$ cat src/hw/rtl/i2cmra_pkg.sv
// Package for the I2C register access engine: op codes, phase enum, queue entry and result types.
// Used by i2cmra_front, i2cmra_back and the top level.
package i2cmra_pkg;
	localparam logic [1:0] OP_TICK   = 2'd0;
	localparam logic [1:0] OP_WRITE  = 2'd1;
	localparam logic [1:0] OP_READ   = 2'd2;
	localparam logic [1:0] OP_UNUSED = 2'd3;

	typedef enum logic [3:0] {
		PH_IDLE, PH_START_A, PH_START_B, PH_WR_LO, PH_WR_HI, PH_ACK_LO, PH_ACK_HI,
		PH_RSTART, PH_RD_LO, PH_RD_HI, PH_RA_HI, PH_RA_LO, PH_STOP_A, PH_STOP_B,
		PH_ERR_A, PH_ERR_B
	} phase_t;

	typedef struct packed {
		logic       cmd;
		logic       rd;
		logic [7:0] dev;
		logic [7:0] rg;
		logic [7:0] dat;
		logic [7:0] cnt;
		logic       sda;
	} item_t;

	typedef struct packed {
		logic       scl;
		logic       sda_out;
		logic       sda_drive;
		logic [7:0] read_byte;
		logic       byte_valid;
		logic       last_byte;
		logic       busy;
		logic       done;
		logic       status;
	} res_t;
endpackage

$ cat src/hw/rtl/i2cmra_front.sv
// Front end: accepts input items, classifies them, and queues them for the engine.
// Depends on i2cmra_pkg.
module i2cmra_front #(
	parameter int DEPTH = 2
) (
	input  logic              clk,
	input  logic              arst_n,
	input  logic              in_valid,
	output logic              in_ready,
	input  logic [1:0]        op,
	input  logic [7:0]        dev_byte,
	input  logic [7:0]        reg_byte,
	input  logic [7:0]        wr_data,
	input  logic [7:0]        count,
	input  logic              sda_in,
	output logic              q_valid,
	input  logic              q_ready,
	output i2cmra_pkg::item_t q_item
);
	import i2cmra_pkg::*;
	localparam int AW = (DEPTH > 1) ? $clog2(DEPTH) : 1;
	item_t mem_q [DEPTH];
	logic [AW-1:0] wp_q, rp_q;
	logic [AW:0] cnt_q;
	item_t cls;
	logic push, pop;

	always_comb begin
		cls.cmd = (op == OP_WRITE) || (op == OP_READ);
		cls.rd  = (op == OP_READ);
		cls.dev = dev_byte;
		cls.rg  = reg_byte;
		cls.dat = wr_data;
		cls.cnt = (count == 8'd0) ? 8'd1 : count;
		cls.sda = sda_in;
	end

	assign in_ready = (cnt_q != (AW+1)'(DEPTH));
	assign q_valid  = (cnt_q != '0);
	assign q_item   = mem_q[rp_q];
	assign push     = in_valid && in_ready;
	assign pop      = q_valid && q_ready;

	always_ff @(posedge clk) begin
		if (push) begin
			mem_q[wp_q] <= cls;
		end
	end

	always_ff @(posedge clk or negedge arst_n) begin
		if (!arst_n) begin
			wp_q  <= '0;
			rp_q  <= '0;
			cnt_q <= '0;
		end else begin
			if (push) begin
				wp_q <= (wp_q == AW'(DEPTH-1)) ? '0 : wp_q + 1'b1;
			end
			if (pop) begin
				rp_q <= (rp_q == AW'(DEPTH-1)) ? '0 : rp_q + 1'b1;
			end
			cnt_q <= cnt_q + (AW+1)'(push) - (AW+1)'(pop);
		end
	end
endmodule

$ cat src/hw/rtl/i2cmra_back.sv
// Back end: I2C bus sequencer, one protocol step per queued item, with output register.
// Depends on i2cmra_pkg.
module i2cmra_back (
	input  logic              clk,
	input  logic              arst_n,
	input  logic              cfg_we,
	input  logic [15:0]       cfg_wdata,
	input  logic              q_valid,
	output logic              q_ready,
	input  i2cmra_pkg::item_t q_item,
	output logic              out_valid,
	input  logic              out_ready,
	output i2cmra_pkg::res_t  res
);
	import i2cmra_pkg::*;
	phase_t phase_q, phase_d;
	logic [3:0] bit_q, bit_d;
	logic [7:0] sh_q, sh_d, left_q, left_d, dev_q, dev_d, rg_q, rg_d, dat_q, dat_d;
	logic [15:0] wait_q, wait_d, tmo_q;
	logic rd_q, rd_d;
	logic [1:0] stg_q, stg_d;
	logic [7:0] ld;
	logic [15:0] winc;
	logic step, last;
	res_t r;

	assign q_ready = !out_valid || out_ready;
	assign step    = q_valid && q_ready;
	assign last    = (left_q <= 8'd1);
	assign winc    = (wait_q == 16'hFFFF) ? wait_q : wait_q + 16'd1;

	always_comb begin
		case (stg_d)
			2'd0:    ld = dev_q;
			2'd1:    ld = rg_q;
			default: ld = rd_q ? dev_q + 8'd1 : dat_q;
		endcase
	end

	always_comb begin
		phase_d = phase_q;
		bit_d = bit_q; sh_d = sh_q; left_d = left_q; wait_d = wait_q;
		dev_d = dev_q; rg_d = rg_q; dat_d = dat_q; rd_d = rd_q; stg_d = stg_q;
		if (q_item.cmd && phase_q == PH_IDLE) begin
			dev_d = q_item.dev; rg_d = q_item.rg; dat_d = q_item.dat;
			left_d = q_item.cnt; rd_d = q_item.rd;
			stg_d = 2'd0; bit_d = '0; sh_d = '0; wait_d = '0;
			phase_d = PH_START_A;
		end else begin
			case (phase_q)
				PH_IDLE:    phase_d = PH_IDLE;
				PH_START_A: phase_d = PH_START_B;
				PH_START_B: begin
					sh_d = ld; bit_d = '0; phase_d = PH_WR_LO;
				end
				PH_WR_LO:   phase_d = PH_WR_HI;
				PH_WR_HI: begin
					sh_d = {sh_q[6:0], 1'b0};
					bit_d = bit_q + 4'd1;
					phase_d = (bit_q >= 4'd7) ? PH_ACK_LO : PH_WR_LO;
				end
				PH_ACK_LO: begin
					wait_d = '0; phase_d = PH_ACK_HI;
				end
				PH_ACK_HI: begin
					if (!q_item.sda) begin
						if (stg_q == 2'd0) begin
							stg_d = 2'd1; sh_d = ld; bit_d = '0; phase_d = PH_WR_LO;
						end else if (stg_q == 2'd1) begin
							stg_d = 2'd2;
							if (rd_q) begin
								phase_d = PH_RSTART;
							end else begin
								sh_d = ld; bit_d = '0; phase_d = PH_WR_LO;
							end
						end else if (rd_q) begin
							bit_d = '0; sh_d = '0; phase_d = PH_RD_LO;
						end else begin
							phase_d = PH_STOP_A;
						end
					end else begin
						wait_d = winc;
						if (winc >= tmo_q) begin
							phase_d = PH_ERR_A;
						end
					end
				end
				PH_RSTART:  phase_d = PH_START_A;
				PH_RD_LO:   phase_d = PH_RD_HI;
				PH_RD_HI: begin
					sh_d = {sh_q[6:0], q_item.sda};
					bit_d = bit_q + 4'd1;
					phase_d = (bit_q >= 4'd7) ? PH_RA_HI : PH_RD_LO;
				end
				PH_RA_HI:   phase_d = PH_RA_LO;
				PH_RA_LO: begin
					if (last) begin
						phase_d = PH_STOP_A;
					end else begin
						left_d = left_q - 8'd1; bit_d = '0; sh_d = '0; phase_d = PH_RD_LO;
					end
				end
				PH_STOP_A:  phase_d = PH_STOP_B;
				PH_ERR_A:   phase_d = PH_ERR_B;
				PH_STOP_B:  phase_d = PH_IDLE;
				PH_ERR_B:   phase_d = PH_IDLE;
				default:    phase_d = PH_IDLE;
			endcase
		end
	end

	always_comb begin
		r = '0;
		r.scl = 1'b1; r.sda_out = 1'b1; r.sda_drive = 1'b1;
		if (!(q_item.cmd && phase_q == PH_IDLE)) begin
			case (phase_q)
				PH_START_B: r.sda_out = 1'b0;
				PH_WR_LO: begin
					r.scl = 1'b0; r.sda_out = sh_q[7];
				end
				PH_WR_HI:   r.sda_out = sh_q[7];
				PH_ACK_LO: begin
					r.scl = 1'b0; r.sda_drive = 1'b0;
				end
				PH_ACK_HI:  r.sda_drive = 1'b0;
				PH_RSTART:  r.scl = 1'b0;
				PH_RD_LO: begin
					r.scl = 1'b0; r.sda_drive = 1'b0;
				end
				PH_RD_HI: begin
					r.sda_drive = 1'b0;
					if (bit_q >= 4'd7) begin
						r.byte_valid = 1'b1;
						r.read_byte = sh_d;
						r.last_byte = last;
					end
				end
				PH_RA_HI:   r.sda_out = last;
				PH_RA_LO: begin
					r.scl = 1'b0; r.sda_out = last;
				end
				PH_STOP_A, PH_ERR_A: begin
					r.scl = 1'b0; r.sda_out = 1'b0;
				end
				PH_STOP_B:  r.done = 1'b1;
				PH_ERR_B: begin
					r.done = 1'b1; r.status = 1'b1;
				end
				default:    r.scl = 1'b1;
			endcase
		end
		r.busy = (phase_d != PH_IDLE);
	end

	always_ff @(posedge clk) begin
		if (step) begin
			res <= r;
		end
	end

	always_ff @(posedge clk or negedge arst_n) begin
		if (!arst_n) begin
			phase_q <= PH_IDLE; bit_q <= '0; sh_q <= '0; left_q <= '0; wait_q <= '0;
			dev_q <= '0; rg_q <= '0; dat_q <= '0; rd_q <= 1'b0; stg_q <= '0;
			tmo_q <= 16'd1000; out_valid <= 1'b0;
		end else begin
			if (cfg_we) begin
				tmo_q <= (cfg_wdata == 16'd0) ? 16'd1 : cfg_wdata;
			end
			if (step) begin
				phase_q <= phase_d; bit_q <= bit_d; sh_q <= sh_d; left_q <= left_d;
				wait_q <= wait_d; dev_q <= dev_d; rg_q <= rg_d; dat_q <= dat_d;
				rd_q <= rd_d; stg_q <= stg_d;
				out_valid <= 1'b1;
			end else if (out_ready) begin
				out_valid <= 1'b0;
			end
		end
	end
endmodule

$ cat src/hw/rtl/i2c_master_register_access_top.sv
// Top level of the I2C register access engine: front queue and bus sequencer.
// Depends on i2cmra_pkg, i2cmra_front, i2cmra_back.
//
// Each input item (a command or a tick) yields exactly one result item giving the SCL/SDA
// levels for one bus delay unit; one item per clock is sustained while results are taken,
// limited by the single sequencer step per item. A queue of QUEUE_DEPTH (default two)
// entries separates intake from the sequencer, which stalls while a result is not taken.
module i2c_master_register_access_top #(
	parameter int QUEUE_DEPTH = 2
) (
	input  logic        clk,
	input  logic        arst_n,
	input  logic        cfg_we,
	input  logic [15:0] cfg_wdata,
	input  logic        in_valid,
	output logic        in_ready,
	input  logic [1:0]  op,
	input  logic [7:0]  dev_byte,
	input  logic [7:0]  reg_byte,
	input  logic [7:0]  wr_data,
	input  logic [7:0]  count,
	input  logic        sda_in,
	output logic        out_valid,
	input  logic        out_ready,
	output logic        scl,
	output logic        sda_out,
	output logic        sda_drive,
	output logic [7:0]  read_byte,
	output logic        byte_valid,
	output logic        last_byte,
	output logic        busy_res,
	output logic        done_res,
	output logic        status
);
	import i2cmra_pkg::*;
	logic q_valid, q_ready;
	item_t q_item;
	res_t res;

	i2cmra_front #(.DEPTH(QUEUE_DEPTH)) u_front (
		.clk, .arst_n, .in_valid, .in_ready, .op, .dev_byte, .reg_byte, .wr_data,
		.count, .sda_in, .q_valid, .q_ready, .q_item
	);

	i2cmra_back u_back (
		.clk, .arst_n, .cfg_we, .cfg_wdata, .q_valid, .q_ready, .q_item,
		.out_valid, .out_ready, .res
	);

	assign scl        = res.scl;
	assign sda_out    = res.sda_out;
	assign sda_drive  = res.sda_drive;
	assign read_byte  = res.read_byte;
	assign byte_valid = res.byte_valid;
	assign last_byte  = res.last_byte;
	assign busy_res   = res.busy;
	assign done_res   = res.done;
	assign status     = res.status;
endmodule

$ cat config.mk
export PLATFORM = sky130hd
export DESIGN_NAME = i2c_master_register_access_top
export DESIGN_NICKNAME = d
export VERILOG_FILES = /design/src/hw/rtl/i2cmra_pkg.sv /design/src/hw/rtl/i2cmra_front.sv /design/src/hw/rtl/i2cmra_back.sv /design/src/hw/rtl/i2c_master_register_access_top.sv
export SDC_FILE = /design/constraint.sdc
export NUM_CORES = 1
export LEC_CHECK = 0
export ABC_AREA = 0
export BUFFER_PORTS_ARGS = -buffer_cell sky130_fd_sc_hd__buf_4
export CAP_MARGIN = 0
export CORE_MARGIN = 4
export CORE_UTILIZATION = 30
export DETAILED_ROUTE_END_ITERATION = 6
export PLACE_DENSITY = 0.52
export SKIP_CTS_REPAIR_TIMING = 1
export SLEW_MARGIN = 15
export SYNTH_ARGS = -nofsm -noshare
export SYNTH_HDL_FRONTEND = slang
export SYNTH_SLANG_ARGS = --single-unit
$ cat constraint.sdc
create_clock -name clk -period 3.84 [get_ports clk]
set_input_delay 0.192 -clock clk [delete_from_list [all_inputs] [get_ports clk]]
set_output_delay 0.192 -clock clk [all_outputs]
set_load 0.02 [all_outputs]
# Word level (Yosys, flattened, before mapping)
# Memories as Yosys holds them, arrays and structs flattened.
# Index checks and enable logic that the tools add are counted.
# totals
regBits,104
ramBits,70
out_inout_bits,18
elab_cells,151
mem_count,1
# memory_table
name,depth,word_bits,read_ports,rd_ports_with_merged_regs,write_ports,line_no,source
u_front.mem_q,2,35,1,0,1,i2cmra_front.sv:22,item_t mem_q [DEPTH];
# classes
addsub,8
order_cmp,3
eq_ne,27
n_mux,55
bitwise_logic,2
n_reduce_logical,31
# ops
op,n
8-bit two-way mux,12
16-bit two-way mux,4
4-bit one-hot mux with 14 select lines,1
4-bit two-way mux,12
8-bit one-hot mux with 5 select lines,1
4-bit equality test (second input constant),8
16-bit one-hot mux with 2 select lines,1
16-bit by 1-bit adder with 16-bit output (second input constant),1
16-bit equality test (second input constant),1
4-bit by 3-bit equality test with 1-bit output (second input constant),4
16-bit >= comparator,1
16-bit zero test,1
4-bit one-hot mux with 4 select lines,1
8-bit one-hot mux with 2 select lines,1
2-bit two-way mux,7
3-bit two-way mux,4
1-bit two-way mux,10
2-bit OR reduction,5
3-bit OR reduction,3
8-bit by 1-bit adder with 8-bit output (second input constant),1
4-bit by 2-bit equality test with 1-bit output (second input constant),2
8-bit by 1-bit <= comparator with 1-bit output (second input constant),1
8-bit zero test,1
8-bit by 1-bit subtractor with 8-bit output (second input constant),1
29 further kinds,42

# Depth between registers and ports, before layout
# logic_depth
depth_word,14
mapped_depth,14
depth_no_buf,12

# Modules after synthesis
# A second synthesis with hierarchy kept.
# hier_totals
cells_unflattened,788
area_unflattened_um2,8856.0
# modules_own_cells
module,n_inst,cells_per_inst,area_each_um2,seq_area_each_um2
i2cmra_back,1,644,6037.0,2590.0
i2cmra_front,1,144,2819.0,2202.1

# Worst setup path after synthesis
# Ideal clock, no wire load.
# synth_path
path_type,register -> register
from,register u_back.wait_q[3]
to,register u_back.res[2] (netlist name)
arrival_ns,2.906
required_time_ns,3.575
path_slack_ns,0.669
path_stages_with_launch,15
n_path_buf,2
synth_period_minus_slack_ns,3.171
path_cell_list,dfrtp_1 buf_2 and4_1 and4_1 clkbuf_1 a31oi_2 and4_1 xor2_1 ha_1 a21o_1 a21o_1 a211oi_1 o211ai_1 a21oi_1 o21ai_0
# synth_lines
element,line_no,source
"start, declared",i2cmra_back.sv:19,"logic [15:0] wait_q, wait_d, tmo_q;"
"start signal, assigned",i2cmra_back.sv:172,wait_q <= wait_d; dev_q <= dev_d; rg_q <= rg_d; dat_q <= dat_d;

==> summary.md <==
| Metric | Value |
|---|---|
| Status | finished with violations |
| Violated checks | hold timing |
| XOR/XNOR share of the synthesized area | 0.0223 |
| Syn Inst Count | ~790 |
| Initial drt markers | ~360 |
| Worst VDD drop | between 0.0003 and 0.0004 V |
| Worst setup margin | between 500 and 600 ps |
| Fin area | 0.0106 mm2 |
| First-pass GRT wire length | around 31000 um |
| Input/output buffers | 73 |
| Worst Path Class, Setup | reg -> reg |
| Chip height | 178 um |
| Dpl cell area | roughly 0.0096 mm2 |
| Gr usage total | 0.124 |
| Die W | about 180 um |
| Synth top area cells | edfxtp_1, dfrtp_1, mux2i_1, ha_1, a21oi_1 |
| Reg2reg setup slack | between 500 and 600 ps |
| Switching part of the total | 0.381 |
| Remaining antenna violation count | 0 |
| Multi-input gate area | about 0.0035 mm2 |
| Non-Filler Instances | ~1300 |
| Final Util | 0.377 |
| Wire per inst | 15.4 um |
| DR vias | roughly 6200 |
| Syn Nets | a little under 900 |
| Total Nets Final | roughly 1000 |
| Fmax | 302 MHz |
| DR pass1 iterations | 5 |
| Core Region | between 0.02 and 0.03 mm2 |
| Power consumption | about 7.4 mW |
| Synth async-reset ratio | 0.506 |
| Most frequent cells in the layout | buf_4, edfxtp_1, dfrtp_1 |
| FILL cells | between 2000 and 3000 |
| Post-synth EDFFs | 86 |
| CP endpoint kind | flip-flop |
| Worst slack at placement | roughly 550 ps |
| Worst r2r dst | u_back.res[2]$_DFFE_PP_ |
| Worst hold-check path type | in -> reg |
| Area of the die | between 0.03 and 0.04 mm2 |
| Seq pwr share | 0.397 |
| Setup crit start kind | flip-flop |
| FF+latch area | roughly 0.0048 mm2 |
| CTS clk-pin slew, worst paths | approximately 70 ps |
| Critical Path Stages | 10 |
| Synth Warn # | 0 |
| Syn-to-layout area delta | 22.7% |
| Dpl hpwl | approximately 14000 um |
| HP Start | cfg_wdata[12] |
| Antenna violations before repair | 0 |
| Switch Pwr | roughly 2.8 mW |
| Placed insts | about 1200 |
| Clk pwr share | 0.235 |
| Most frequent CP cell | nand4_1 |
| Top Family by Delay on Critical Path | simple AND/OR/NAND/NOR gates |
| Most common cell after layout, fill and taps aside | buf_4 |
| Largest net degree at the start of global routing | 71 |
| Logic gate share of total power | 0.369 |
| Clock tree sinks | around 170 |
| CTS root buf | clkbuf_16 |
| Setup TNS | 0 ps |
| GP Congestion | approximately 0.82 |
| Internal power | approximately 4.6 mW |
| Prevailing post-synth register cell | edfxtp_1 |
| # diodes | 0 |
| Hold Path Stages | 3 |
| Mapped Area | 0.00863 mm2 |
| Worst-Skew Late Latency | ~440 ps |
| Crit-path max FO | 9 |
| Combinational family with the most area after synthesis | compound AO/OA/AOI/OAI gates |
| R2R Path Start | u_back.wait_q[3]$_DFFE_PN0P_ |
| Mux contribution to synthesized area | 0.0667 |
| Clock tree buffer depth | 2 |
| Fin. Hold Viols | 3 |
| Setup-failing EPs final | 0 |
| Max Cap Viol | 0 |
| Leading area contributor after synthesis | edfxtp_1 |
| Hold slack final | -8.12 ps |
| Worst slew margin | 0.359 |
| R2r worst-path depth | 10 |
| RSZ-0062 raised after global routing | false |
| Worst Hold End | u_back.tmo_q[12]$_DFFE_PN0P_ |
| Final slew viol count | 0 |
| Critical path's slowest cell | nor3_1 |
| Min Clock Period, post-route | 3310 ps |
| H-tree levels | 4 |
| Leakage | about 4.3 nW |
| Post-synthesis register bit count | 174 |
| CTS tree | done |
| Distinct cells, synth | a little over 70 |
| Clock skew | 17.2 ps |
| Critical Path RT | between 4000 and 5000 ps |
| Crit path buf inv count | 0 |
| Yosys top cell area share | 0.299 |
| Post-Synth Adder-Cell Area | 0.0391 |
| Avg Synthesized Cell Area | between 10 and 15 um2 |
| Critical Path Max Stage Delay | 540 ps |
| Starting density of the core | 0.307 |
| Final Cycle Share | 0.863 |
| Num rows | about 60 |
| WL final | a little under 20000 um |
| Worst path cell trace | and4_1, nand4_1, nor3_1, nand3_1, mux2_2, ha_1, nand4_1, a2111oi_0, a21oi_1, o21ai_0 |
| # DRC | 0 |
| Power Density | 696 mW/mm2 |
| Total congestion overflow | 0 |
| I/O pins | 74 |
| Post-synthesis simple-gate area fraction | 0.124 |
| Worst-margin pin slew | just under 1000 ps |
| Num CTS Buffers | 17 |
| Number of global-route vias before repair | 5979 |
| Data arrival time of the critical path | roughly 3600 ps |
| Seq/Total Area, Yosys | 0.555 |
| Vias/cell | between 4 and 5 |
| Layout cells sized above 1 | 0.173 |
| Synth Area in Compound Gates | 0.155 |
[kinds of logic after synthesis]
kind of cell,Yosys count
and+or+nand+nor,223
buffers and inverters,81
xor gates and xnor gates,22
DFF,174
adders and majority gates,27
AOI/OAI and AO/OA,204
muxes,54
[worst reg2reg max path: stages, from the launching register on]
cell and delay, ps:
dfrtp_1 490, and4_1 330, nand4_1 210, nor3_1 540
nand3_1 180, mux2_2 310, ha_1 290, nand4_1 120
a2111oi_0 360, a21oi_1 180, o21ai_0 160
[power groups by stage]
stage | Sequential [mW] | Combinational (mW) | Clock (mW)
final | 2.92 | 2.72 | 1.73
after global routing | 2.99 | 3.02 | 1.86
after CTS | 2.93 | 2.73 | 1.78
after detailed placement | 2.97 | 2.71 | 0
after global placement | 2.96 | 2.71 | 0
after floorplan | 2.89 | 1.94 | 0
[layout make-up]
class	count	share of cell area
Sequential cell	174	0.452
Timing Repair Buffer	129	0.100
Tap cell	378	0.0446
Clock inverter	14	0.0163
Inverter	36	0.0128
Clock buffer	18	0.0405
Multi-Input combinational cell	530	0.333
[cell usage after synthesis (all sizes together) (4+ instances only)]
cell type,count
a31oi,12
nor3,11
mux2i,46
a32oi,5
a21o,5
ha,27
mux2,8
nor2,71
buf,9
nand3,17
nor4,7
nor2b,6
xnor2,15
a21oi,59
o31ai,11
nand4,7
dfrtp,82
a22o,5
and4,4
clkbuf,36
xor2,7
o21a,5
a221oi,4
and3,8
inv,36
o211ai,6
nand2b,12
dfstp,6
o21ai,53
nand2,66
edfxtp,86
[metal layers]
metal / wire [um] / vias to the layer above / track usage
met3: 769 / 17 / 0.0241
met1: 9320 / 2993 / 0.166
met2: 9400 / 134 / 0.209
met4: 245 / 0 / 0.0313
met5: 0 / - / 0
li1: - / 3095 / -
[flip-flops by register name, indices dropped and copies added (netlist names)]
name              flops
u_front.mem_q        70
u_back.res           16
u_back.tmo_q         16
u_back.wait_q        16
u_back.dat_q          8
u_back.dev_q          8
u_back.left_q         8
u_back.rg_q           8
u_back.sh_q           8
u_back.bit_q          4
u_back.phase_q        4
u_back.stg_q          2
u_front.cnt_q         2
u_back.out_valid      1
u_back.rd_q           1
u_front.rp_q          1
u_front.wp_q          1
[how the worst max path moves through the flow]
stage	start	to	slack, ps
after floorplan	u_back.wait_q[3]$_DFFE_PN0P_	u_back.res[2]$_DFFE_PP_	670
after global placement	u_back.wait_q[3]$_DFFE_PN0P_	u_back.res[2]$_DFFE_PP_	650
after detailed placement	u_back.wait_q[3]$_DFFE_PN0P_	u_back.res[2]$_DFFE_PP_	550
after CTS	u_back.wait_q[3]$_DFFE_PN0P_	u_back.res[2]$_DFFE_PP_	520
after global routing	u_back.wait_q[3]$_DFFE_PN0P_	u_back.res[2]$_DFFE_PP_	260
final	u_back.wait_q[3]$_DFFE_PN0P_	u_back.res[2]$_DFFE_PP_	530
Note: power is estimated with default switching activity, not from simulation.
